--- config.mk ---
export PLATFORM = sky130hd
export DESIGN_NAME = pks_power
export DESIGN_NICKNAME = d
export VERILOG_FILES = /design/src/hw/rtl/pks_pkg.sv /design/src/hw/rtl/pks_power.sv
export SDC_FILE = /design/constraint.sdc
export NUM_CORES = 1
export LEC_CHECK = 0
export BUFFER_PORTS_ARGS = -buffer_cell sky130_fd_sc_hd__buf_2
export CORE_MARGIN = 2
export CORE_UTILIZATION = 31
export CTS_BUF_LIST = sky130_fd_sc_hd__clkbuf_16
export CTS_CLUSTER_DIAMETER = 40
export DETAILED_ROUTE_END_ITERATION = 12
export PLACE_DENSITY_LB_ADDON = 0.2
export RECOVER_POWER = 50
export SETUP_SLACK_MARGIN = 0.4
export SKIP_LAST_GASP = 1
export SYNTH_ARGS = -nofsm -noshare
export SYNTH_HDL_FRONTEND = slang
export SYNTH_SLANG_ARGS = --single-unit
--- constraint.sdc ---
create_clock -name clk -period 3.95 [get_ports clk]
set_clock_uncertainty 0.15 [all_clocks]
set_input_delay 0.395 -clock clk [delete_from_list [all_inputs] [get_ports clk]]
set_output_delay 0.395 -clock clk [all_outputs]
set_load 0.03 [all_outputs]
--- src/hw/rtl/pks_pkg.sv ---
package pks_pkg;

  localparam int SMOOTH_DIVIDE = 10;
  localparam int FRACTION_BITS = 8;

  localparam int CFG_W  = 14;
  localparam int ADDR_W = 5;
  localparam int DATA_W = 32;
  localparam int TGT_W  = CFG_W + 1;
  localparam int SM_W   = 24;
  localparam int DUTY_W = 16;
  localparam int DIV_W  = 4;

  typedef logic signed [TGT_W-1:0] target_t;
  typedef logic signed [SM_W-1:0]  smooth_t;

  typedef struct packed {
    logic opcode;
    logic key_pressed;
    logic host_running;
  } in_t;

  typedef struct packed {
    logic              host_power_on;
    logic              shutdown_request;
    logic              backlight_on;
    logic [DUTY_W-1:0] power_led_duty;
    logic [DUTY_W-1:0] standby_led_duty;
    logic [1:0]        indicator_mode;
    logic [3:0]        sequencer_state;
  } out_t;

  typedef struct packed {
    logic [CFG_W-1:0] long_press_ticks;
    logic [CFG_W-1:0] standby_threshold;
    logic [CFG_W-1:0] host_wait_ticks;
    logic [CFG_W-1:0] poweroff_ticks;
    logic [CFG_W-1:0] led_full_level;
    logic [CFG_W-1:0] blink_on_ticks;
    logic [CFG_W-1:0] blink_off_ticks;
    logic [CFG_W-1:0] flash_ticks;
  } cfg_t;

  typedef enum logic [2:0] {
    REG_LONG_PRESS  = 3'd0,
    REG_STANDBY_THR = 3'd1,
    REG_HOST_WAIT   = 3'd2,
    REG_POWEROFF    = 3'd3,
    REG_LED_FULL    = 3'd4,
    REG_BLINK_ON    = 3'd5,
    REG_BLINK_OFF   = 3'd6,
    REG_FLASH       = 3'd7
  } reg_idx_t;

  localparam logic [CFG_W-1:0] RST_LONG_PRESS  = CFG_W'(1000);
  localparam logic [CFG_W-1:0] RST_STANDBY_THR = CFG_W'(950);
  localparam logic [CFG_W-1:0] RST_HOST_WAIT   = CFG_W'(7500);
  localparam logic [CFG_W-1:0] RST_POWEROFF    = CFG_W'(8000);
  localparam logic [CFG_W-1:0] RST_LED_FULL    = CFG_W'(7200);
  localparam logic [CFG_W-1:0] RST_BLINK_ON    = CFG_W'(200);
  localparam logic [CFG_W-1:0] RST_BLINK_OFF   = CFG_W'(1000);
  localparam logic [CFG_W-1:0] RST_FLASH       = CFG_W'(300);

  typedef enum logic [1:0] {
    MODE_ON      = 2'd0,
    MODE_STANDBY = 2'd1,
    MODE_OFF     = 2'd2,
    MODE_SHUT    = 2'd3
  } led_mode_t;

  typedef enum logic [13:0] {
    PS_IDLE       = 14'h0001,
    PS_WAIT_UP    = 14'h0002,
    PS_RUN        = 14'h0004,
    PS_RUN_BL     = 14'h0008,
    PS_HOLD       = 14'h0010,
    PS_HOLD_EVAL  = 14'h0020,
    PS_SD_RELEASE = 14'h0040,
    PS_MED_CHECK  = 14'h0080,
    PS_SB_REL     = 14'h0100,
    PS_SB_PRESS   = 14'h0200,
    PS_WAKE_REL   = 14'h0400,
    PS_HOST_WAIT  = 14'h0800,
    PS_OFF_DELAY  = 14'h1000,
    PS_OFF_REL    = 14'h2000
  } power_state_t;

  typedef enum logic [3:0] {
    SC_IDLE       = 4'd0,
    SC_WAIT_UP    = 4'd1,
    SC_RUN        = 4'd2,
    SC_RUN_BL     = 4'd3,
    SC_HOLD       = 4'd4,
    SC_HOLD_EVAL  = 4'd5,
    SC_SD_RELEASE = 4'd6,
    SC_MED_CHECK  = 4'd7,
    SC_SB_REL     = 4'd8,
    SC_SB_PRESS   = 4'd9,
    SC_WAKE_REL   = 4'd10,
    SC_HOST_WAIT  = 4'd11,
    SC_OFF_DELAY  = 4'd12,
    SC_OFF_REL    = 4'd13
  } state_code_t;

endpackage

--- src/hw/rtl/pks_power.sv ---
module pks_power (
  input  logic                    clk,
  input  logic                    rst,
  input  logic                    step,
  input  logic                    key,
  input  logic                    host,
  input  pks_pkg::cfg_t           cfg,
  output pks_pkg::led_mode_t      mode,
  output pks_pkg::led_mode_t      mode_next,
  output logic                    host_power,
  output logic                    sd_req,
  output logic                    backlight,
  output pks_pkg::state_code_t    code
);
  import pks_pkg::*;

  power_state_t     state, state_next;
  logic [CFG_W-1:0] press_timer, press_timer_next;
  logic             host_power_next, sd_req_next, backlight_next;

  always_comb begin
    state_next       = state;
    press_timer_next = press_timer;
    mode_next        = mode;
    host_power_next  = host_power;
    sd_req_next      = sd_req;
    backlight_next   = backlight;
    unique case (state)
      PS_IDLE: begin
        if (key) state_next = PS_WAIT_UP;
        else mode_next = MODE_OFF;
      end
      PS_WAIT_UP: begin
        if (!key) begin
          state_next      = PS_RUN;
          mode_next       = MODE_ON;
          host_power_next = 1'b1;
        end
      end
      PS_RUN: begin
        if (key) begin
          press_timer_next = cfg.long_press_ticks;
          state_next       = PS_HOLD;
        end else begin
          state_next = PS_RUN_BL;
        end
      end
      PS_RUN_BL: begin
        if (host) backlight_next = 1'b1;
        state_next = PS_RUN;
      end
      PS_HOLD: begin
        if (press_timer != '0 && key) press_timer_next = press_timer - 1'b1;
        else state_next = PS_HOLD_EVAL;
      end
      PS_HOLD_EVAL: begin
        if (press_timer == '0) begin
          sd_req_next = 1'b1;
          mode_next   = MODE_SHUT;
          state_next  = PS_SD_RELEASE;
        end else begin
          state_next = PS_MED_CHECK;
        end
      end
      PS_SD_RELEASE: begin
        sd_req_next      = 1'b0;
        press_timer_next = cfg.host_wait_ticks;
        state_next       = PS_HOST_WAIT;
      end
      PS_MED_CHECK: begin
        if (press_timer < cfg.standby_threshold) begin
          state_next     = PS_SB_REL;
          backlight_next = 1'b0;
          mode_next      = MODE_STANDBY;
        end else begin
          state_next = PS_RUN;
        end
      end
      PS_SB_REL: begin
        if (!key) state_next = PS_SB_PRESS;
      end
      PS_SB_PRESS: begin
        if (key) begin
          mode_next      = MODE_ON;
          backlight_next = 1'b1;
          state_next     = PS_WAKE_REL;
        end
      end
      PS_WAKE_REL: begin
        if (!key) state_next = PS_RUN;
      end
      PS_HOST_WAIT: begin
        if (host && press_timer != '0) begin
          press_timer_next = press_timer - 1'b1;
        end else begin
          backlight_next   = 1'b0;
          press_timer_next = cfg.poweroff_ticks;
          state_next       = PS_OFF_DELAY;
        end
      end
      PS_OFF_DELAY: begin
        if (press_timer == '0) begin
          host_power_next = 1'b0;
          backlight_next  = 1'b0;
          mode_next       = MODE_OFF;
          state_next      = PS_OFF_REL;
        end else begin
          press_timer_next = press_timer - 1'b1;
        end
      end
      PS_OFF_REL: begin
        if (!key) state_next = PS_IDLE;
      end
      default: state_next = PS_IDLE;
    endcase
  end

  always_comb begin
    unique case (state)
      PS_IDLE:       code = SC_IDLE;
      PS_WAIT_UP:    code = SC_WAIT_UP;
      PS_RUN:        code = SC_RUN;
      PS_RUN_BL:     code = SC_RUN_BL;
      PS_HOLD:       code = SC_HOLD;
      PS_HOLD_EVAL:  code = SC_HOLD_EVAL;
      PS_SD_RELEASE: code = SC_SD_RELEASE;
      PS_MED_CHECK:  code = SC_MED_CHECK;
      PS_SB_REL:     code = SC_SB_REL;
      PS_SB_PRESS:   code = SC_SB_PRESS;
      PS_WAKE_REL:   code = SC_WAKE_REL;
      PS_HOST_WAIT:  code = SC_HOST_WAIT;
      PS_OFF_DELAY:  code = SC_OFF_DELAY;
      PS_OFF_REL:    code = SC_OFF_REL;
      default:       code = SC_IDLE;
    endcase
  end

  always_ff @(posedge clk) begin
    if (rst) begin
      state       <= PS_IDLE;
      press_timer <= '0;
      mode        <= MODE_ON;
      host_power  <= 1'b0;
      sd_req      <= 1'b0;
      backlight   <= 1'b0;
    end else if (step) begin
      state       <= state_next;
      press_timer <= press_timer_next;
      mode        <= mode_next;
      host_power  <= host_power_next;
      sd_req      <= sd_req_next;
      backlight   <= backlight_next;
    end
  end

endmodule

== Yosys cells after proc, flatten, opt, wreduce, memory -nomap -nowiden ==
Index checks and enable logic that the tools add are counted.
Widths: inputs -> output; s select.
Word-level totals
  flip-flop bits (word level): 33
  output and inout bits: 11
  logic and storage cells: 86
Cells by class
  $lt $le $gt $ge: 1
  reductions and logical operators: 14
  muxes and demuxes: 35
  $add $sub $neg: 1
  equal/unequal tests: 29
Operators with widths (count)
  $pmux 14 s13: 1
  $mux 14: 12
  $pmux 14 s5: 1
  $pmux 4 s13: 1
  $ne 2x2->1 const B: 15
  $eq 14x1->1 const B: 1
  $eq 14x10->1 const B: 1
  $eq 14x11->1 const B: 1
  $eq 14x12->1 const B: 1
  $eq 14x13->1 const B: 1
  $eq 14x14->1 const B: 1
  $eq 14x2->1 const B: 1
  $eq 14x3->1 const B: 1
  $eq 14x4->1 const B: 1
  $eq 14x5->1 const B: 1
  $eq 14x6->1 const B: 1
  $eq 14x7->1 const B: 1
  $eq 14x8->1 const B: 1
  $eq 14x9->1 const B: 1
  $logic_not 14->1: 1
  $lt 14x14->1: 1
  $reduce_bool 14->1: 1
  $sub 14x1->14 const B: 1
  $mux 2: 6
  16 further kinds: 26

== Logic depth before layout (Yosys ltp) ==
Gate-level depths: netlist of the first run.
  depth after elaboration: 4
  mapped depth: 10
  depth with buffers taken out: 8

== Worst setup path before layout of the first run ==
OpenSTA, ideal clock, no wires.
  path kind: flip-flop to output port
  from: register state[3]
  to: output port mode_next[0]
  required time: 3405 ps
  cell stages (with the launch flop): 7
  slack: 925 ps
  data arrival time: 2480 ps
  path through: dfxtp_1 or4_1 or4_1 or2_2 o221ai_1 inv_1 o21ai_0
On the way
  cells in the longest elaborated chain, start to end: 2
  elaborated cells on any way between the ends: 7
  those cells by class: eq/ne (6); mux (1)
Ends and longest elaborated chain
  from (decl): line pks_power.sv:17  | power_state_t state, state_next;
  from (signal assigned): line pks_power.sv:147  | state <= state_next;
  $eq 14x13->1, or another cell as far along: line pks_power.sv:28  | unique case (state)
  $pmux 2 s6 *: line pks_power.sv:28
  to (decl): line pks_power.sv:9  | output pks_pkg::led_mode_t mode_next,
Mark *: on every way between the ends. The rest lies on a longest branch, timed or not.

== Final worst setup path of the first run ==
  from: register state[10]
  to: output port mode_next[0]
Same word-level chain as after synthesis.

==> results.json, run 1 <==
{
  "status": "complete, no violations",
  "route.detailed.drc": 0,
  "nets": 589,
  "synth.most_common_cell": "nand2_1",
  "cts_inserted_buffers": 5,
  "critPathRequiredTime_ns": 3.40,
  "postCtsSetupBuffers": 0,
  "seq_area_um2": 661,
  "synth_nets": 529,
  "netlist.area_leader.share": 0.221,
  "rows": 35,
  "clockRootBuffer": "clkbuf_16",
  "ir_drop_mv": 0.141,
  "die_w_um": 102,
  "syn2layout_area_growth_pct": 19.4,
  "whs_ns": 0.311,
  "vias": 3404,
  "port_buffers": 71,
  "gr-usage-all-layers": 0.188,
  "yosysWarnings": 0,
  "multi_input_area_mm2": 0.00209,
  "finalSetupTns_ns": 0,
  "cts_sinks": 33,
  "ctsHoldBuffers": 0,
  "h-tree-depth": 2,
  "drt-vias-per-instance": 5.79,
  "tightest_slew_ns": 0.701,
  "synth_top_area_cell": "dfxtp_1",
  "die_y_um": 102,
  "cp-end-kind": "primary output",
  "drv_slew": 0,
  "crit_type": "register to primary output",
  "synth.distinct_cells": 64,
  "synth.yosys.seq_area_share": 0.221,
  "fillers": 1037,
  "ant_nets": 0,
  "fin_util": 0.384,
  "fp.dieArea_mm2": 0.0104,
  "cts_buffer_depth": 2,
  "drtPass1Iterations": 5,
  "slew_headroom": 0.530,
  "cp-start-kind": "register",
  "synthFlopType": "dfxtp_1",
  "worstPathMaxFanout": 17,
  "syn_inst": 398,
  "cp_slowest_cell": "clkbuf_1",
  "clock_latency_ns": 0.28,
  "cts_resized": 0,
  "grt_overflow": 0,
  "maxCapViolCount": 0,
  "synth_seq_cells": 33,
  "cts_tree": "built",
  "dp_hpwl_um": 7530,
  "wire_per_inst_um": 16.8,
  "grt_pass1_vias": 2992,
  "fin_crit_ns": 3.49,
  "synth.area.top_cells": "dfxtp_1 (22%), ha_1 (5.9%), a21oi_1 (5.5%)",
  "syn_area_mm2": 0.00299,
  "clk_pin_slew_worst_paths_ns": 0.06,
  "min_period_over_period": 0.884,
  "slowest_delay_ns": 0.57,
  "antenna_cells": 0,
  "setup_slack_ns": 0.459,
  "fmax_mhz": 286,
  "routabilityCongestion": 0.853,
  "synth_common_cells": "nand2_1 (35), a21oi_1 (33), dfxtp_1 (33)",
  "drive_gt1_frac": 0.200,
  "final-setup-viol-count": 0,
  "io_pins": 128,
  "power_density_mw_per_mm2": 251,
  "drt-initial-drc-count": 269,
  "grt_pass1_wl_um": 15500,
  "hold_violations": 0,
  "leakage_nw": 1.53,
  "coreArea_mm2": 0.00928,
  "rsz0062_at_grt": "no",
  "grt_max_degree": 18,
  "synth_edf_count": 0,
  "crit_chain": "nor4_1 > clkbuf_1 > nand4_1 > o2111ai_1 > o2bb2ai_1 > a21oi_1 > o21ai_0 > buf_2",
  "antenna_found_initial": 0,
  "postRouteWirelength_um": 9860,
  "async_flop_share": 0,
  "pre_cts_slack_ns": 0.599,
  "worstPathArrival_ns": 2.95,
  "initial_core_util": 0.322,
  "syn_area_per_cell_um2": 7.51,
  "hp-class": "primary input to register"
}
per-layer routing:
metal  share of wire  track usage
met5               0            0
met1            0.47        0.276
met3           0.058       0.0253
met2            0.45        0.288
met4           0.015       0.0503
registers in the layout, indices dropped and copies added (netlist names):
| register | cells |
|---|---|
| press_timer | 14 |
| state | 14 |
| mode | 2 |
| backlight | 1 |
| host_power | 1 |
| sd_req | 1 |
worst max-delay path, delay by kind of cell (launching register included):
family	cells	cell delay [ns]
compound gates	4	0.75
buf+inv	2	0.75
flops	1	0.41
simple gates	2	0.76
cells by family after synthesis:
group           count (synthesis)  synth area share
compound gates                131             0.313
xor+xnor                        8            0.0234
fa+ha+maj                      14            0.0586
buf+inv                        57            0.0791
flops                          33             0.221
mux                             1           0.00335
simple gates                  154             0.301
cells in the final DEF (no fill, tap or decap), types with 4 or more instances in the layout:
master	synthesis	final
a21o_1	14	14
or4_1	5	5
clkbuf_1	15	10
a22o_1	6	6
nor4b_1	10	10
nor4_1	3	4
nand3_1	12	12
ha_1	14	14
or3_1	4	4
a221o_1	5	5
dfxtp_1	33	33
a41oi_1	4	4
a21oi_1	33	33
a221oi_1	9	9
clkbuf_16	0	5
o21ai_0	14	14
inv_1	28	28
and4_1	6	6
nor2_1	23	23
a31oi_1	7	7
xnor2_1	4	4
nand2_1	35	35
xor2_1	4	4
nor3_1	5	5
buf_2	12	64
nand4_1	21	21
buf_4	0	8
and3_1	4	4
o22ai_1	5	5
metrics by stage:
stage	cells	total power, mW	area [µm²]
2_1_floorplan	398	0.462	2990
3_3_place_gp	580	0.528	3460
3_5_place_dp	580	0.531	3460
4_1_cts	588	0.902	3590
5_1_grt	588	0.936	3570
6_report	588	0.895	3570
worst paths after layout:
path                  start              to  slack, ns  depth (start not counted)
hold / removal     cfg[106]  press_timer[8]       0.31                          3
hold reg to reg      sd_req          sd_req       0.31                          2
setup / recovery  state[10]    mode_next[0]       0.46                          8
setup reg to reg  state[10]        state[2]       0.52                          7
layout make-up:
class / count / share of cell area
Clock inverter: 3 / 0.00351
Inverter: 28 / 0.0295
Multi-Input combinational cell: 308 / 0.585
Timing Repair Buffer: 82 / 0.117
Sequential cell: 33 / 0.185
Tap cell: 129 / 0.0452
Clock buffer: 5 / 0.0351
power breakdown:
group          switching, mW  internal [mW]
registers             0.0110          0.339
clock network          0.143          0.228
logic                  0.104         0.0707
Note: power is estimated with default switching activity, not from simulation.
==> run 2, diff against run 1 <==
--- a/config.mk
+++ b/config.mk
@@ -6,6 +6,7 @@
 export NUM_CORES = 1
 export LEC_CHECK = 0
 export BUFFER_PORTS_ARGS = -buffer_cell sky130_fd_sc_hd__buf_2
+export CORE_ASPECT_RATIO = 0.8
 export CORE_MARGIN = 2
 export CORE_UTILIZATION = 31
 export CTS_BUF_LIST = sky130_fd_sc_hd__clkbuf_16
==> results.json, run 2 (synthesized netlist as in run 1, its figures left out) <==
{
  "fin_crit_ns": 3.47,
  "hold_violations": 0,
  "cts_tree": "built",
  "coreArea_mm2": 0.00953,
  "cp-start-kind": "register",
  "clockRootBuffer": "clkbuf_16",
  "ant_nets": 0,
  "dp_cells": 571,
  "finalSetupTns_ns": 0,
  "rsz0062_at_grt": "no",
  "initial_core_util": 0.314,
  "leakage_nw": 1.54,
  "critPathRequiredTime_ns": 3.94,
  "crit_type": "register to register",
  "grt_overflow": 0,
  "grt_max_degree": 19,
  "drtPass1Iterations": 5,
  "antenna_cells": 0,
  "drt-vias-per-instance": 5.82,
  "hp-class": "primary input to register",
  "finalPower_mw": 0.910,
  "vias": 3372,
  "power_density_mw_per_mm2": 254,
  "grt_pass1_vias": 2990,
  "postCtsSetupBuffers": 0,
  "clk_pin_slew_worst_paths_ns": 0.06,
  "cts_sinks": 33,
  "grt_pass1_wl_um": 16000,
  "layout.cells.most_common": "buf_2",
  "dp_hpwl_um": 7540,
  "gr-usage-all-layers": 0.191,
  "nets": 590,
  "fp.dieArea_mm2": 0.0104,
  "route.detailed.drc": 0,
  "rows": 32,
  "whs_ns": 0.306,
  "cts_inserted_buffers": 5,
  "fmax_mhz": 288,
  "antenna_found_initial": 0,
  "status": "complete, no violations",
  "die_w_um": 114,
  "ir_drop_mv": 0.126,
  "io_pins": 128,
  "routabilityCongestion": 0.918,
  "stdcell_count": 579,
  "setup_slack_ns": 0.477,
  "postRouteWirelength_um": 10000,
  "h-tree-depth": 2,
  "cp-end-kind": "register",
  "fin_area_mm2": 0.00358,
  "syn2layout_area_growth_pct": 19.7,
  "drv_slew": 0,
  "cts_resized": 0,
  "pre_cts_slack_ns": 0.668,
  "reg.largest.list": "press_timer (14), state (14), mode (2)",
  "ctsHoldBuffers": 0,
  "drt-initial-drc-count": 191,
  "drive_gt1_frac": 0.209,
  "worstPathMaxFanout": 12,
  "die_y_um": 91.8,
  "slew_headroom": 0.545,
  "fin_util": 0.375,
  "worstPathArrival_ns": 3.46,
  "tightest_slew_ns": 0.680,
  "final-setup-viol-count": 0,
  "port_buffers": 71,
  "clock_latency_ns": 0.28,
  "min_period_over_period": 0.879,
  "cts_buffer_depth": 2,
  "maxCapViolCount": 0,
  "wire_per_inst_um": 17.3,
  "layout_common_cells": "buf_2 (63), nand2_1 (35), a21oi_1 (33), dfxtp_1 (33), inv_1 (28)",
  "post_dp_cell_area_mm2": 0.00345
}
run 2: changes by cell type in the layout (fill, tap and decap cells not counted), moves of 2 or more:
cell and change:
clkinv_1 -2, buf_4 +2, o21ai_1 -2, o21ai_0 +2
run 2: final cells by class:
| cell class | count | area, µm² |
|---|---|---|
| clock buffer | 5 | 125 |
| inverter | 28 | 105 |
| clock inverter | 3 | 17.5 |
| multi-input combinational | 308 | 2090 |
| tap | 119 | 149 |
| sequential | 33 | 661 |
| timing repair buffer | 83 | 428 |
| fill | 1008 | 5950 |
run 2: path summary, 6_finish.rpt:
kind	start	endpoint	slack (ns)	cells after the start
max	press_timer[1]	state[2]	0.48	7
min	cfg[110]	press_timer[12]	0.31	3
max reg2reg	press_timer[1]	state[2]	0.48	7
min reg2reg	sd_req	sd_req	0.31	2
run 2: worst max-delay path, cell delays in order, from the launching register on:
cell      delay [ns]
dfxtp_1         0.36
inv_1           0.12
ha_1            0.28
or4b_1          0.52
nor4_2          0.55
o221a_1         0.68
a41o_1          0.59
a311oi_1        0.09
run 2: metal layers:
| layer | wire (µm) | vias up | part of all wire | GRT usage |
|---|---|---|---|---|
| li1 | - | 1657 | - | - |
| met1 | 5080 | 1572 | 0.51 | 0.299 |
| met2 | 4200 | 128 | 0.42 | 0.262 |
| met3 | 622 | 15 | 0.062 | 0.0258 |
| met4 | 133 | 0 | 0.013 | 0.0630 |
| met5 | 0 | - | 0 | 0 |
run 2: where the power goes:
group | leakage [nW] | switching (mW) | internal [mW]
clock network | 0.0696 | 0.153 | 0.231
registers | 0.266 | 0.0105 | 0.339
logic | 1.20 | 0.106 | 0.0707
