<file path="src/hw/rtl/pks_pkg.sv">
package pks_pkg;

  localparam int SMOOTH_DIVIDE = 10;
  localparam int FRACTION_BITS = 8;

  localparam int CFG_W  = 14;
  localparam int ADDR_W = 5;
  localparam int DATA_W = 32;
  localparam int TGT_W  = CFG_W + 1;
  localparam int SM_W   = 24;
  localparam int DUTY_W = 16;
  localparam int DIV_W  = 4;

  typedef logic signed [TGT_W-1:0] target_t;
  typedef logic signed [SM_W-1:0]  smooth_t;

  typedef struct packed {
    logic opcode;
    logic key_pressed;
    logic host_running;
  } in_t;

  typedef struct packed {
    logic              host_power_on;
    logic              shutdown_request;
    logic              backlight_on;
    logic [DUTY_W-1:0] power_led_duty;
    logic [DUTY_W-1:0] standby_led_duty;
    logic [1:0]        indicator_mode;
    logic [3:0]        sequencer_state;
  } out_t;

  typedef struct packed {
    logic [CFG_W-1:0] long_press_ticks;
    logic [CFG_W-1:0] standby_threshold;
    logic [CFG_W-1:0] host_wait_ticks;
    logic [CFG_W-1:0] poweroff_ticks;
    logic [CFG_W-1:0] led_full_level;
    logic [CFG_W-1:0] blink_on_ticks;
    logic [CFG_W-1:0] blink_off_ticks;
    logic [CFG_W-1:0] flash_ticks;
  } cfg_t;

  typedef enum logic [2:0] {
    REG_LONG_PRESS  = 3'd0,
    REG_STANDBY_THR = 3'd1,
    REG_HOST_WAIT   = 3'd2,
    REG_POWEROFF    = 3'd3,
    REG_LED_FULL    = 3'd4,
    REG_BLINK_ON    = 3'd5,
    REG_BLINK_OFF   = 3'd6,
    REG_FLASH       = 3'd7
  } reg_idx_t;

  localparam logic [CFG_W-1:0] RST_LONG_PRESS  = CFG_W'(1000);
  localparam logic [CFG_W-1:0] RST_STANDBY_THR = CFG_W'(950);
  localparam logic [CFG_W-1:0] RST_HOST_WAIT   = CFG_W'(7500);
  localparam logic [CFG_W-1:0] RST_POWEROFF    = CFG_W'(8000);
  localparam logic [CFG_W-1:0] RST_LED_FULL    = CFG_W'(7200);
  localparam logic [CFG_W-1:0] RST_BLINK_ON    = CFG_W'(200);
  localparam logic [CFG_W-1:0] RST_BLINK_OFF   = CFG_W'(1000);
  localparam logic [CFG_W-1:0] RST_FLASH       = CFG_W'(300);

  typedef enum logic [1:0] {
    MODE_ON      = 2'd0,
    MODE_STANDBY = 2'd1,
    MODE_OFF     = 2'd2,
    MODE_SHUT    = 2'd3
  } led_mode_t;

  typedef enum logic [13:0] {
    PS_IDLE       = 14'h0001,
    PS_WAIT_UP    = 14'h0002,
    PS_RUN        = 14'h0004,
    PS_RUN_BL     = 14'h0008,
    PS_HOLD       = 14'h0010,
    PS_HOLD_EVAL  = 14'h0020,
    PS_SD_RELEASE = 14'h0040,
    PS_MED_CHECK  = 14'h0080,
    PS_SB_REL     = 14'h0100,
    PS_SB_PRESS   = 14'h0200,
    PS_WAKE_REL   = 14'h0400,
    PS_HOST_WAIT  = 14'h0800,
    PS_OFF_DELAY  = 14'h1000,
    PS_OFF_REL    = 14'h2000
  } power_state_t;

  typedef enum logic [3:0] {
    SC_IDLE       = 4'd0,
    SC_WAIT_UP    = 4'd1,
    SC_RUN        = 4'd2,
    SC_RUN_BL     = 4'd3,
    SC_HOLD       = 4'd4,
    SC_HOLD_EVAL  = 4'd5,
    SC_SD_RELEASE = 4'd6,
    SC_MED_CHECK  = 4'd7,
    SC_SB_REL     = 4'd8,
    SC_SB_PRESS   = 4'd9,
    SC_WAKE_REL   = 4'd10,
    SC_HOST_WAIT  = 4'd11,
    SC_OFF_DELAY  = 4'd12,
    SC_OFF_REL    = 4'd13
  } state_code_t;

endpackage

</file>
<file path="src/hw/rtl/pks_led.sv">
module pks_led (
  input  logic               clk,
  input  logic               rst,
  input  logic               step,
  input  pks_pkg::led_mode_t mode,
  input  pks_pkg::cfg_t      cfg,
  output pks_pkg::target_t   power_target,
  output pks_pkg::target_t   standby_target
);
  import pks_pkg::*;

  logic [1:0]       blink_phase, blink_phase_next;
  logic [1:0]       flash_phase, flash_phase_next;
  logic [CFG_W-1:0] led_count, led_count_next;
  target_t          power_target_next, standby_target_next;
  target_t          full;

  assign full = target_t'({1'b0, cfg.led_full_level});

  always_comb begin
    blink_phase_next    = blink_phase;
    flash_phase_next    = flash_phase;
    led_count_next      = led_count;
    power_target_next   = power_target;
    standby_target_next = standby_target;
    unique case (mode)
      MODE_ON: begin
        power_target_next   = full;
        standby_target_next = '0;
      end
      MODE_STANDBY: begin
        standby_target_next = '0;
        case (blink_phase)
          2'd0: begin
            led_count_next    = cfg.blink_on_ticks;
            power_target_next = full;
            blink_phase_next  = 2'd1;
          end
          2'd1: begin
            if (led_count == '0) begin
              led_count_next    = cfg.blink_off_ticks;
              power_target_next = '0;
              blink_phase_next  = 2'd2;
            end else begin
              led_count_next = led_count - 1'b1;
            end
          end
          2'd2: begin
            if (led_count == '0) blink_phase_next = 2'd0;
            else led_count_next = led_count - 1'b1;
          end
          default: blink_phase_next = 2'd0;
        endcase
      end
      MODE_OFF: begin
        power_target_next   = '0;
        standby_target_next = full;
      end
      MODE_SHUT: begin
        case (flash_phase)
          2'd0: begin
            led_count_next    = cfg.flash_ticks;
            power_target_next = full;
            flash_phase_next  = 2'd1;
          end
          2'd1: begin
            if (led_count == '0) begin
              led_count_next    = cfg.flash_ticks;
              power_target_next = -full;
              flash_phase_next  = 2'd2;
            end else begin
              led_count_next = led_count - 1'b1;
            end
          end
          2'd2: begin
            if (led_count == '0) flash_phase_next = 2'd0;
            else led_count_next = led_count - 1'b1;
          end
          default: flash_phase_next = 2'd0;
        endcase
      end
      default: ;
    endcase
  end

  always_ff @(posedge clk) begin
    if (rst) begin
      blink_phase    <= '0;
      flash_phase    <= '0;
      led_count      <= '0;
      power_target   <= '0;
      standby_target <= '0;
    end else if (step) begin
      blink_phase    <= blink_phase_next;
      flash_phase    <= flash_phase_next;
      led_count      <= led_count_next;
      power_target   <= power_target_next;
      standby_target <= standby_target_next;
    end
  end

endmodule

</file>
<file path="config.mk">
export PLATFORM = sky130hd
export DESIGN_NAME = pks_led
export DESIGN_NICKNAME = d
export VERILOG_FILES = /design/src/hw/rtl/pks_pkg.sv /design/src/hw/rtl/pks_led.sv
export SDC_FILE = /design/constraint.sdc
export NUM_CORES = 1
export LEC_CHECK = 0
export ABC_CLOCK_PERIOD_IN_PS = 6900
export BUFFER_PORTS_ARGS = -buffer_cell sky130_fd_sc_hd__buf_2
export CORE_MARGIN = 2
export CORE_UTILIZATION = 45
export DETAILED_ROUTE_END_ITERATION = 8
export PLACE_DENSITY = 0.87
export SETUP_SLACK_MARGIN = 0.15
export SYNTH_ARGS = -nofsm -noshare
export SYNTH_HDL_FRONTEND = slang
export SYNTH_SLANG_ARGS = --single-unit
</file>
<file path="constraint.sdc">
create_clock -name clk -period 6.9 [get_ports clk]
set_input_delay 1.725 -clock clk [delete_from_list [all_inputs] [get_ports clk]]
set_output_delay 1.725 -clock clk [all_outputs]
set_load 0.005 [all_outputs]
</file>
# Word-level counts from Yosys, hierarchy flattened
# Cells that the tools add are included.
# classes
eq_ne	17
n_reduce_logical	12
n_mux	16
add_sub_neg	2
# op_table
cell	count
15-bit case mux with 2 select lines	3
14-bit case mux with 3 select lines	2
15-bit case mux with 4 select lines	1
14-bit 2-to-1 mux	3
15-bit 2-to-1 mux	2
14-bit case mux with 2 select lines	1
14-bit negation with 15-bit output	1
14-bit zero test	1
14-bit by 1-bit subtractor with 14-bit output, second input constant	1
2-bit case mux with 3 select lines	2
4-bit AND reduction	3
2-bit == test, second input constant	4
2-bit inequality test, second input constant	4
4-bit by 2-bit inequality test with 1-bit output, second input constant	2
2-bit by 1-bit == test with 1-bit output, second input constant	3
2-bit zero test	3
3-bit by 1-bit inequality test with 1-bit output, second input constant	2
3-bit inequality test, second input constant	2
5-bit AND reduction	1
2-bit 2-to-1 mux	2
2-bit nonzero test	2
2-bit AND reduction	1
2-bit OR reduction	1
# totals
output_inout_bits	30
ff_bits	48
input_bits	117

# Longest topological paths before layout
# Gate-level depths: netlist of the first run.
# depth
depth_word	4
depth_mapped	9

# Worst setup path before layout of the first run
# Ideal clock, no wire load.
# synth_timing
path_kind	in2reg
startpoint	input port cfg[47] (netlist bit)
endpoint	register power_target[13]
arrival_time_ns	3.093
setup_ns	0.132
cell_stages	5
path_slack_ns	3.675
cell_sequence	or4_1 -> o41ai_1 -> xnor2_1 -> a221oi_1 -> nor3_1
# synth_between
elab_chain_len	4
# synth_lines
element	line_no	rtl
start: declaration	pks_led.sv:6	input pks_pkg::cfg_t cfg,
14-bit negation with 15-bit output	pks_led.sv:69	power_target_next = -full;
15-bit 2-to-1 mux	pks_led.sv:67	if (led_count == '0) begin
15-bit case mux with 2 select lines	pks_led.sv:60	case (flash_phase)
15-bit case mux with 4 select lines	pks_led.sv:26	unique case (mode)
end signal: assignment	pks_led.sv:97	power_target <= power_target_next;
end: declaration	pks_led.sv:7	output pks_pkg::target_t power_target,
# No other way between the ends. The select of a mux whose other input is x is not followed.
# A chain may end at the register's enable or synchronous reset.

# Final worst setup path of the first run
# layout_timing
startpoint	register led_count[0]
endpoint	register power_target[13]
# layout_between
elab_chain_len	3
# layout_lines
element	line_no	rtl
start: declaration	pks_led.sv:14	logic [CFG_W-1:0] led_count, led_count_next;
start signal: assignment	pks_led.sv:96	led_count <= led_count_next;
14-bit zero test (*)	pks_led.sv:40, pks_led.sv:67	
3-bit inequality test (no line)	-	
5-bit AND reduction (no line) (*)	-	
# Mark *: on every way between the ends. The rest lies on a longest branch, timed or not.

==> results of run 1 <==
critical path, cell delays in order (launching register included):
cell      delay (ns)
dfxtp_1         0.37
inv_1           0.13
ha_1            0.22
or4b_4          0.53
nor4_4          0.80
o221ai_1        0.63
a221oi_1        0.52
nor3_1          0.09
power by group through the flow:
stage | Sequential, mW | Combinational [mW] | Clock [mW]
floorplan | 0.305 | 0.181 | 0
global placement | 0.312 | 0.235 | 0
detailed placement | 0.313 | 0.241 | 0
CTS | 0.307 | 0.243 | 0.180
global route | 0.311 | 0.270 | 0.195
finish | 0.308 | 0.249 | 0.180
synthesized netlist by cell type, types with 3 or more instances:
cell,number,area [um2]
o41ai_1,3,26.3
mux2i_1,3,30.0
o22ai_1,6,37.5
and3_1,3,18.8
nand3b_1,3,22.5
buf_2,4,20.0
or4_1,5,37.5
nor3_1,26,130
nor4_1,10,62.6
o311ai_0,3,26.3
or3_1,7,43.8
o31a_1,4,35.0
a22oi_1,14,105
dfxtp_1,47,941
xnor2_1,8,70.1
o21a_1,3,22.5
a211o_1,4,35.0
a221oi_1,18,158
clkbuf_1,31,116
a41oi_1,6,52.6
a211oi_1,6,45.0
ha_1,8,100
or2_2,5,31.3
nand4_1,4,25.0
a31oi_1,5,31.3
buf_4,3,22.5
o21bai_1,3,22.5
a311oi_1,5,43.8
o21ai_0,19,95.1
inv_1,16,60.1
nand2_1,23,86.3
o311a_1,3,30.0
nand3_1,6,30.0
o221a_2,4,45.0
xor2_1,7,61.3
nor3b_1,4,30.0
a21o_1,7,52.6
nor2_1,63,236
a21oi_1,24,120
kinds of logic (layout without fill, tap and decap cells):
family	after synthesis	count (layout)	share of synthesized area (%)
AOI/OAI and AO/OA	150	150	32.7
xor gates and xnor gates	15	15	3.86
adders and majority gates	8	8	2.94
other	1	1	0.110
and+or+nand+nor	168	168	24.8
buffers and inverters	57	116	6.76
muxes	4	4	1.21
DFF	47	47	27.6
per-layer routing:
layer | up-vias | GRT usage (%) | share of wire, %
li1 | 1818 | - | -
met1 | 1824 | 31.1 | 40
met2 | 218 | 43.7 | 48
met3 | 32 | 6.22 | 10
met4 | 0 | 9.72 | 2.2
met5 | - | 0 | 0
state kept, by name (all words and copies together) (netlist names):
signal          flops
flash_phase         2
led_count          14
standby_target     14
blink_phase         2
power_target       15
worst max path at each step:
stage | end | slack, ns
3_3_place_gp | power_target[13] | 3.34
2_1_floorplan | power_target[13] | 3.67
6_report | power_target[13] | 3.45
3_5_place_dp | power_target[13] | 3.29
4_1_cts | power_target[13] | 3.56
5_1_grt | power_target[13] | 3.29
per-stage QoR:
stage | std cells | util (%) | setup slack (ns) | hold slack (ns) | instance area, um2
3_3_place_gp | 600 | 52.4 | 3.34 | 0.438 | 3820
4_1_cts | 608 | 53.6 | 3.56 | 0.457 | 3910
5_1_grt | 608 | 53.6 | 3.29 | 0.480 | 3910
6_report | 608 | 53.6 | 3.45 | 0.456 | 3910
2_1_floorplan | 450 | - | 3.67 | 0.448 | 3400
3_5_place_dp | 600 | 52.4 | 3.29 | 0.443 | 3820
cell type report:
class                   count  area, um2  area share (%)
flip-flops and latches     47        941            24.1
inverters                  18       67.6            1.73
clock buffers               6       72.6            1.86
clock inverters             2       17.5           0.448
repair buffers             90        453            11.6
well taps                  99        124            3.17
multi-input cells         346       2230            57.1
==> key figures, run 1 <==
Worst setup path
  – Critical path launch point: led_count[0]
  – Crit start category: flop
  – FF-to-FF End: power_target[13]
  – Critical R2R Launch: led_count[0]
  – Critical setup path kind: flop to flop
  – Crit. End Element: flop
  – CP max FO: 13
  – Cells on worst reg2reg path: 7
  – Critical Path RT: 7.06 ns
  – R2R setup slack: 3.45 ns
  – Worst Path Arrival: 3.61 ns

Pwr
  – Tot Pwr: 737 uW
  – Int Pwr: 458 uW
  – Pwr per Cell Area: 189 nW/um2
  – Clk pwr share: 24.4%
  – Switching power share of the total: 37.8%
  – Worst VDD drop: 102 uV
  – Seq pwr share: 41.8%
  – Sw power: 279 uW
  – Comb power frac: 33.8%
  – Leakage: 1.59 nW

Layout
  – # diodes: 0
  – Most frequent cells in the layout: buf_2 (89), nor2_1 (63), dfxtp_1 (47)
  – Filler instances: 719
  – Final #Nets: 633
  – Leading cell type in the layout, fill and taps excluded: buf_2
  – P&R area growth vs syn: 14.8%
  – Share of cells above drive strength 1: 22.2%

Detailed routing
  – Via count: 3,892
  – WL per Instance: 18.2 um
  – Routed wire length: 11,100 um
  – Drt initial violations: 373
  – Routed Antenna Nets: 0
  – Vias per cell: 6.40
  – DRC Markers: 0
  – First-pass iteration count of the detailed router: 5

Timing
  – Clock skew: 0.00926 ns
  – Setup violators final: 0
  – Final hold violation count: 0
  – Max-slew violation count: 0
  – RSZ-0062 raised after global routing: false
  – Fmax: 290 MHz
  – Rel. slew slack: 30.1%
  – TNS Setup: 0 ns
  – Final period util: 49.9%
  – Fin crit period: 3.45 ns
  – Worst-Margin Slew: 1.05 ns

Synth
  – Syn avg cell area: 7.57 um2
  – FF+latch count, synth: 47
  – Post-synth EDFFs: 0
  – Synth warn: 0
  – Synth cell types: 61
  – Ys async rst share: 0%
  – Synthesized instance count: 450
  – Mapped Nets: 575
  – Area of the mapped netlist: 3400 um2
  – Register area share after synthesis: 27.6%
  – Synth Flop Type: dfxtp_1

CTS
  – Clk pin slew, worst setup/hold paths: 0.10 ns
  – # hold bufs at CTS: 0
  – Worst skew pair latency: 0.31 ns
  – CTS Buf Count: 5
  – Number of setup buffers added after CTS: 0
  – CTS tree: yes
  – # H-tree levels: 2
  – Root Driver: clkbuf_8
  – CTS max path bufs: 2
  – Clk sinks: 47
  – Cts repair resizes: 0

GRT
  – Largest net degree at the start of global routing: 50
  – Grt total ovfl: 0
  – Vias in the first global route: 3,739
  – Total Routing Usage GR: 25.6%
  – Initial antenna violation count: 0
  – First-pass GRT wire length: 17,600 um

Die
  – Die H: 91.0 um
  – Ports: 147
  – FP Rows: 31
  – Die Area: 8280 um2
  – Area of the core: 7290 um2
  – Initial core utilization: 46.7%
  – Die W: 91.0 um

Run status
  – Status: completed

Job
  – Maxcap violations: 0

Worst hold path
  – Worst Hold Depth: 2
  – Worst hold path class: flop to flop
  – Hold EP: power_target[14]
  – Hold Startpoint: power_target[14]

Placement
  – PortBufs: 89
  – Final GP Congestion: 0.997
  – Detailed placer's ending HPWL: 7740 um
No activity file was read; power rests on OpenSTA's default activity.
==> run 2, diff against run 1 <==
--- a/config.mk
+++ b/config.mk
@@ -5,7 +5,7 @@
 export SDC_FILE = /design/constraint.sdc
 export NUM_CORES = 1
 export LEC_CHECK = 0
-export ABC_CLOCK_PERIOD_IN_PS = 6900
+export ABC_CLOCK_PERIOD_IN_PS = 3300
 export BUFFER_PORTS_ARGS = -buffer_cell sky130_fd_sc_hd__buf_2
 export CORE_MARGIN = 2
 export CORE_UTILIZATION = 45
==> constraint.sdc (replaced) <==
create_clock -name clk -period 3.3 [get_ports clk]
set_input_delay 0.825 -clock clk [delete_from_list [all_inputs] [get_ports clk]]
set_output_delay 0.825 -clock clk [all_outputs]
set_load 0.005 [all_outputs]
==> key figures, run 2 (synthesis gave the netlist of run 1 again) <==
Timing
  – Clock skew: 0.00941 ns (was 0.00926 ns)
  – Max-slew violation count: 0 (unchanged)
  – Fmax: 353 MHz (was 290 MHz)
  – RSZ-0062 raised after global routing: false (unchanged)
  – Setup violators final: 0 (unchanged)
  – WHS: 0.472 ns (was 0.456 ns)
  – Final hold violation count: 0 (unchanged)
  – Rel. slew slack: 28.4% (was 30.1%)
  – TNS Setup: 0 ns (unchanged)
  – Fin crit period: 2.84 ns (was 3.45 ns)
  – Setup ws final: 0.464 ns (was 3.45 ns)
  – Worst-Margin Slew: 1.07 ns (was 1.05 ns)
  – Final period util: 85.9% (was 49.9%)

Worst hold path
  – Hold Startpoint: power_target[14] (unchanged)
  – Worst hold path class: flop to flop (unchanged)

CTS
  – # hold bufs at CTS: 0 (unchanged)
  – # H-tree levels: 2 (unchanged)
  – Cts repair resizes: 0 (unchanged)
  – Clk pin slew, worst setup/hold paths: 0.10 ns (about the same)
  – CTS Buf Count: 5 (unchanged)
  – Root Driver: clkbuf_8 (unchanged)
  – Clk sinks: 47 (unchanged)
  – Worst skew pair latency: 0.31 ns (about the same)
  – CTS max path bufs: 2 (unchanged)
  – CTS tree: yes (unchanged)
  – Number of setup buffers added after CTS: 0 (unchanged)

Layout
  – Share of cells above drive strength 1: 22.8% (was 22.2%)
  – Final #Nets: 637 (was 633)
  – Largest Register: power_target (unchanged)
  – P&R area growth vs syn: 15.7% (was 14.8%)
  – Post-route cell area: 3940 um2 (was 3910 um2)
  – Most frequent cells in the layout: buf_2 (89), nor2_1 (63), dfxtp_1 (47) (unchanged)
  – Max FFs per register: 15 (unchanged)
  – Biggest regs: power_target (15), led_count (14), standby_target (14) (unchanged)
  – Leading cell type in the layout, fill and taps excluded: buf_2 (unchanged)
  – # diodes: 0 (unchanged)

Worst setup path
  – Critical path launch point: led_count[0] (unchanged)
  – Critical setup path kind: flop to flop (unchanged)
  – Worst Path Arrival: 3.00 ns (was 3.61 ns)
  – Crit path max-delay cell type: or4b_4 (was nor4_4)
  – Crit start category: flop (unchanged)
  – CP max FO: 13 (unchanged)
  – Crit path max-delay family: simple AND/OR/NAND/NOR gates (unchanged)
  – Crit. End Element: flop (unchanged)
  – Crit-path cells: inv_1 > ha_1 > or4b_4 > nor4_4 > o221ai_1 > a221oi_1 > nor3_1 (unchanged)
  – Max incr delay on CP: 0.53 ns (was 0.80 ns)
  – CP bufs+invs: 1 (unchanged)
  – Critical R2R Launch: led_count[0] (unchanged)
  – Critical Path RT: 3.47 ns (was 7.06 ns)

Placement
  – Detailed placer's ending HPWL: 7920 um (was 7740 um)
  – Pre-CTS WS: 0.535 ns (was 3.29 ns)
  – PortBufs: 89 (unchanged)
  – DP Area: 3850 um2 (was 3820 um2)
  – Final GP Congestion: 0.993 (was 0.997)

Pwr
  – Leakage: 1.61 nW (was 1.59 nW)
  – Worst VDD drop: 251 uV (was 102 uV)
  – Pwr per Cell Area: 395 nW/um2 (was 189 nW/um2)
  – Tot Pwr: 1.56 mW (was 737 uW)

Detailed routing
  – Routed Antenna Nets: 0 (unchanged)
  – Via count: 3,945 (was 3,892)
  – Drt initial violations: 412 (was 373)
  – First-pass iteration count of the detailed router: 8 (was 5)
  – Vias per cell: 6.45 (was 6.40)
  – DRC Markers: 0 (unchanged)
  – WL per Instance: 18.1 um (was 18.2 um)
  – Routed wire length: 11,100 um (about the same)

Die
  – Initial core utilization: 46.7% (unchanged)
  – Ports: 147 (unchanged)
  – Die W: 91.0 um (unchanged)
  – Area of the core: 7290 um2 (unchanged)
  – Die H: 91.0 um (unchanged)
  – FP Rows: 31 (unchanged)
  – Die Area: 8280 um2 (unchanged)

GRT
  – First-pass GRT wire length: 18,100 um (was 17,600 um)
  – Grt total ovfl: 0 (unchanged)
  – Initial antenna violation count: 0 (unchanged)
  – Vias in the first global route: 3,825 (was 3,739)
  – Total Routing Usage GR: 26.2% (was 25.6%)
  – Largest net degree at the start of global routing: 50 (unchanged)

Job
  – Maxcap violations: 0 (unchanged)

Run status
  – Status: completed (unchanged)
[run 2: cell count changes in the layout (fill, tap and decap cells not counted)]
cell	change
buf_4	+4
[run 2: worst min-delay path, cell delays in order (launching register included)]
cell and delay [ns]:
dfxtp_1 0.32, nand2_1 0.06, a21oi_1 0.06
[run 2: path summary, 6_finish.rpt]
path | to | slack [ns] | cells past startpoint
worst max-delay path | power_target[13] | 0.46 | 7
worst min-delay path | power_target[14] | 0.47 | 2
worst max register to register | power_target[13] | 0.46 | 7
worst min register to register | power_target[14] | 0.47 | 2
[run 2: layer usage]
layer | GRT usage (%) | wire length (um) | vias up
met4 | 9.97 | 278 | 0
met1 | 31.4 | 4230 | 1822
met2 | 44.4 | 5270 | 261
met5 | 0 | 0 | -
met3 | 7.55 | 1300 | 36
li1 | - | - | 1826
[run 2: power by group]
group	internal (mW)	leakage, nW	total [mW]	switching (mW)
clock network	0.153	0.0454	0.374	0.221
logic	0.210	1.18	0.537	0.327
registers	0.604	0.385	0.644	0.0407
[run 2: final cells by class]
| type | instances | area [um2] |
|---|---|---|
| clock buffer | 6 | 72.6 |
| multi-input combinational | 346 | 2230 |
| inverter | 18 | 67.6 |
| fill | 699 | 3350 |
| tap | 99 | 124 |
| timing repair buffer | 94 | 483 |
| clock inverter | 2 | 17.5 |
| sequential | 47 | 941 |
[run 2: metrics by stage]
step,utilization (%),std cells
after detailed placement,52.8,604
final,54.0,612
after floorplan,-,450
after CTS,54.0,612
after global routing,54.0,612
after global placement,52.8,604
